**src/sv/ssd_pkg.sv**
```systemverilog
// shared types and constants for the segment-to-segment distance block
`default_nettype none
package ssd_pkg;
   localparam int CoordW = 32;
   localparam int VecW   = 33;
   localparam int DotW   = 68;
   localparam int WideW  = 140;
   localparam int QBits  = 32;
   localparam int DistW  = 34;
   localparam int RootW  = 36;
   localparam int QueueDepth = 4;

   localparam int DotA = 0;
   localparam int DotB = 1;
   localparam int DotC = 2;
   localparam int DotD = 3;
   localparam int DotE = 4;

   typedef struct packed {
      logic [2:0][VecW-1:0] u;
      logic [2:0][VecW-1:0] v;
      logic [2:0][VecW-1:0] w;
   } vecs_type;

   typedef struct packed {
      vecs_type             vec;
      logic [4:0][DotW-1:0] dot;
   } item_type;
endpackage
`default_nettype wire

```
**src/sv/ssd_queue.sv**
```systemverilog
// short fifo of vector and dot-product words between front and back
`default_nettype none
module ssd_queue (
   input  wire logic              clock,
   input  wire logic              reset,
   input  wire logic              push,
   input  wire ssd_pkg::item_type push_word,
   output logic                   full,
   input  wire logic              pop,
   output logic                   empty,
   output ssd_pkg::item_type      pop_word
);
   localparam int AW = $clog2(ssd_pkg::QueueDepth);

   ssd_pkg::item_type mem_ff [ssd_pkg::QueueDepth];
   logic [AW-1:0] wp_ff, wp_in, rp_ff, rp_in;
   logic [AW:0]   cnt_ff, cnt_in;
   logic          do_push, do_pop;

   assign full    = cnt_ff == (AW+1)'(ssd_pkg::QueueDepth);
   assign empty   = cnt_ff == '0;
   assign do_push = push && !full;
   assign do_pop  = pop && !empty;
   assign wp_in   = do_push ? wp_ff + 1'b1 : wp_ff;
   assign rp_in   = do_pop ? rp_ff + 1'b1 : rp_ff;
   assign cnt_in  = cnt_ff + (AW+1)'(do_push) - (AW+1)'(do_pop);
   assign pop_word = mem_ff[rp_ff];

   always_ff @(posedge clock) begin
      if (reset) begin
         wp_ff  <= '0;
         rp_ff  <= '0;
         cnt_ff <= '0;
      end else begin
         wp_ff  <= wp_in;
         rp_ff  <= rp_in;
         cnt_ff <= cnt_in;
      end
   end

   always_ff @(posedge clock) begin
      if (do_push) mem_ff[wp_ff] <= push_word;
   end
endmodule
`default_nettype wire

```
**config.mk**
```make
export PLATFORM = sky130hd
export DESIGN_NAME = ssd_queue
export DESIGN_NICKNAME = d
export VERILOG_FILES = /design/src/sv/ssd_pkg.sv /design/src/sv/ssd_queue.sv
export SDC_FILE = /design/constraint.sdc
export NUM_CORES = 2
export LEC_CHECK = 0
export BUFFER_PORTS_ARGS = -buffer_cell sky130_fd_sc_hd__clkbuf_2
export CORE_AREA = 2 2 504 506
export CTS_BUF_LIST = sky130_fd_sc_hd__clkbuf_16
export DETAILED_ROUTE_END_ITERATION = 7
export DIE_AREA = 0 0 506 508
export PLACE_DENSITY = 0.54
export SLEW_MARGIN = 15
export SYNTH_ARGS = -nofsm -noshare
export SYNTH_HDL_FRONTEND = slang
export SYNTH_SLANG_ARGS = --single-unit
```
**constraint.sdc**
```tcl
create_clock -name clock -period 27.5 [get_ports clock]
set_input_delay 0 -clock clock [delete_from_list [all_inputs] [get_ports clock]]
set_output_delay 0 -clock clock [all_outputs]
set_load 0.005 [all_outputs]
```
# Word level (Yosys, flattened, before mapping)
# Memory sizes are Yosys's and may differ from the RTL's. A register that Yosys moved wholly into a read port is not among the register bits.
# Cells that the tools add are included.
# op_classes
eq_ne	1
muxes	4
reduce_logical	5
n_addsub	4
# op_table
operator	count
$add A2 B1 Y2 const B	2
$mux W2	2
$add A3 B1 Y3	1
$eq A3 B3 Y1 const B	1
$logic_not A3 Y1	1
$sub A3 B1 Y3	1
$logic_and A1 B1 Y1	2
$logic_not A1 Y1	2
$mux W1	2
# totals
in_bits	641
wordCells	18
n_memories	1
reg_bits	7
ramBits	2548
# mem_list
memory	words	width	read_ports	rd_clocked_by_memory_dff	write_ports	line_no	rtl
mem_ff	4	637	1	1	1	ssd_queue.sv:15	ssd_pkg::item_type mem_ff [ssd_pkg::QueueDepth];

# Logic depth before layout (Yosys ltp)
# logic_depth
word_depth	5
depth_mapped	10
mapped_depth_nobuf	10

# Worst setup path before layout
# OpenSTA, ideal clock, no wires.
# synth_path
path_type	flip-flop to flip-flop
startpoint	reg cnt_ff[2]
endpoint	mem mem_ff[0][0] (netlist name) (enable)
t_arrival_ns	15.126
slack_ns	11.287
synth_period_minus_slack_ns	16.213
stages_incl_launch_ff	4
required_time_ns	26.413
cell_sequence	dfxtp_1 > nor3b_1 > nor2_1 > and2_1
# synth_between
elab_chain_cells	5
# synth_rtl
element	line_no	rtl
start, declared	ssd_queue.sv:17	logic [AW:0] cnt_ff, cnt_in;
start signal, assigned	ssd_queue.sv:37	cnt_ff <= cnt_in;
$eq A3 B3 Y1	ssd_queue.sv:20	assign full = cnt_ff == (AW+1)'(ssd_pkg::QueueDepth);
net full	ssd_queue.sv:8	output logic full,
$logic_not A1 Y1	ssd_queue.sv:22	assign do_push = push && !full;
$logic_and A1 B1 Y1	ssd_queue.sv:22	
$mux W1	ssd_queue.sv:42	if (do_push) mem_ff[wp_ff] <= push_word;
$mux W1 (not written as such)	ssd_queue.sv:42	
end, declared	ssd_queue.sv:15	
# The timed path passes the listed nets, and every way through them passes these cells.

==> impl_metrics.env <==
export IMPL_max_slew_worst_pin_slew_ns=1.06
export IMPL_layout_drive_gt1_share=0.347
export IMPL_drt_pass1_iterations=5
export IMPL_start_util=0.369
export IMPL_insertion_delay_ns=0.92
export IMPL_wl_per_cell_um=25.0
export IMPL_die_w_um=506
export IMPL_drt_vias_per_instance=4.90
export IMPL_yosys_warnings=0
export IMPL_hold_worst_slack_ns=0.0296
export IMPL_cts_root_buf="clkbuf_16"
export IMPL_p_leak_nw=42.9
export IMPL_die_area_mm2=0.257
export IMPL_slew_headroom=0.292
export IMPL_skew_ns=0.0445
export IMPL_hold_class="primary input to flip-flop"
export IMPL_maxSlewViolCount=0
export IMPL_maxCapViolations=0
export IMPL_clkTransAtPathRegs_ns=0.05
export IMPL_grt_use_total=0.185
export IMPL_ctsLongestPathBuffers=4
export IMPL_ios=1280
export IMPL_period_share=0.210
export IMPL_port_buffers=1279
export IMPL_final_cell_mix="edfxtp_1, clkbuf_2, dlygate4sd3_1, mux4_2, clkbuf_16"
export IMPL_drt_iter0_drc=3553
export IMPL_area_growth_pct=33.9
export IMPL_ys_async_sr_fraction=0
export IMPL_ant_nets=0
export IMPL_critPathKind="flip-flop to output pin"
export IMPL_finalSetupTns_ns=0
export IMPL_post_cts_resized=0
export IMPL_antenna_found_initial=82
export IMPL_cts_sinks=2557
export IMPL_die_y_um=508
export IMPL_synth_cells=3378
export IMPL_post_synth_top_area_fraction=0.822
export IMPL_syn_cell_area_mm2=0.0930
export IMPL_r2r_start="cnt_ff[1]"
export IMPL_ys_seq_area_frac=0.824
export IMPL_ys_flop_type="edfxtp_1"
export IMPL_ys_types=25
export IMPL_grt_overflow=0
export IMPL_grt_max_degree=132
export IMPL_max_freq_mhz=173
export IMPL_required_ns=27.50
export IMPL_drc=0
export IMPL_grt_pass1_vias=50000
export IMPL_synth_top_cell_by_area="edfxtp_1"
export IMPL_finalWirelength_um=244000
export IMPL_ir_drop_mv=0.0608
export IMPL_coreArea_mm2=0.252
export IMPL_ys_seq_elements=2557
export IMPL_numCtsBuffers=288
export IMPL_finalSetupViolations=0
export IMPL_synth_nets=4026
export IMPL_worstPathArrival_ns=5.79
export IMPL_rsz0062_at_grt="no"
export IMPL_synthTopCellsByArea="edfxtp_1, mux4_2, mux4_1"
export IMPL_critPathMaxFanout=63
export IMPL_hold_start="push_word[349]"
export IMPL_cts_tree="yes"
export IMPL_std_cell_rows=185
export IMPL_dr_total_vias=47800
export IMPL_start_kind="flip-flop"
export IMPL_h_tree_depth=5
export IMPL_min_period_ns=5.79
export IMPL_synth_edf_count=2548
export IMPL_pwr_density_cell_mw_per_mm2=85.4
export IMPL_place_hpwl_um=156000
export IMPL_final_common_cell="edfxtp_1"
export IMPL_nNetsFinal=6784
export IMPL_status="complete, no violations"
export IMPL_syn_area_per_cell_um2=27.5
export IMPL_post_cts_buffers=0
export IMPL_grt_pass1_wl_um=348000
export IMPL_finalHoldViolations=0
export IMPL_place_congestion=0.793
export IMPL_critPathCaptureType="output pin"
## worst max-delay path, stage by stage, from the launching register on
cell and delay, ns:
dfxtp_4 0.92, buf_4 0.71, buf_4 0.80, buf_4 0.75
buf_4 0.85, mux4_2 0.41, clkbuf_2 0.18
## power breakdown
group          internal [mW]  leakage, nW  total [mW]  switching [mW]
combinational           1.08         14.9        2.34            1.26
sequential              4.68         23.4        4.76          0.0822
clock                   2.06         4.50        3.54            1.48
## registers in the layout, indices dropped and copies added (netlist names), named ones only
register	flops
cnt_ff	3
mem_ff	2548
wp_ff	2
rp_ff	2
## cell families after synthesis
| kind of cell | Yosys count | share of synthesized area |
|---|---|---|
| and+or+nand+nor | 17 | 0.00101 |
| muxes | 638 | 0.160 |
| xor gates and xnor gates | 3 | 0.000283 |
| buffers and inverters | 151 | 0.0129 |
| DFF | 2557 | 0.824 |
| AOI/OAI and AO/OA | 5 | 0.000296 |
| adders and majority gates | 7 | 0.00102 |
## per-layer routing
metal	part of all wire	routed length (um)	track usage
met2	0.48	118000	0.299
met5	0.0011	273	0
met3	0.10	24500	0.0749
met4	0.034	8400	0.0653
met1	0.38	92800	0.224
## synthesized netlist by cell type (4+ instances only)
library cell and n:
buf_8 6, and2_1 4, nor2_1 4, inv_1 8, buf_2 65, buf_6 65
mux4_1 141, dfxtp_1 9, edfxtp_1 2548, clkbuf_1 7, ha_1 6, mux4_2 496
## path summary, 6_finish.rpt
check / to / slack (ns) / cells past startpoint
worst max-delay path: pop_word[114] / 21.71 / 6
worst min register to register: flip-flop / 0.49 / 2
worst max register to register: mem_ff[2][1] / 22.24 / 7
worst min-delay path: mem_ff[1][349] / 0.03 / 2
## cell type report
cell class              instances  area (um2)
repair buffers               2611       19700
clock buffers                 291        7280
well taps                    3366        4210
inverters                       8        30.0
multi-input cells             670       15100
clock inverters               200        1350
fillers                     20600      128000
flip-flops and latches       2557       76700
diodes                         59         148
## what timing repair did
action,4_1_cts,5_1_grt
hold buffers,1271,0
endpoints found under the hold margin,2594,0
setup endpoints to repair,0,0
## per-stage QoR
step	cells	utilization	power, mW	setup WS, ns	instance area, um2
2_1_floorplan	3378	-	6.32	11.29	93000
5_1_grt	9732	0.493	11.1	21.39	124000
4_1_cts	9703	0.493	10.8	21.49	124000
3_5_place_dp	7941	0.408	7.08	22.03	103000
6_report	9762	0.494	10.6	21.71	125000
3_3_place_gp	7941	0.408	7.07	22.05	103000
No activity file was read; power rests on OpenSTA's default activity.
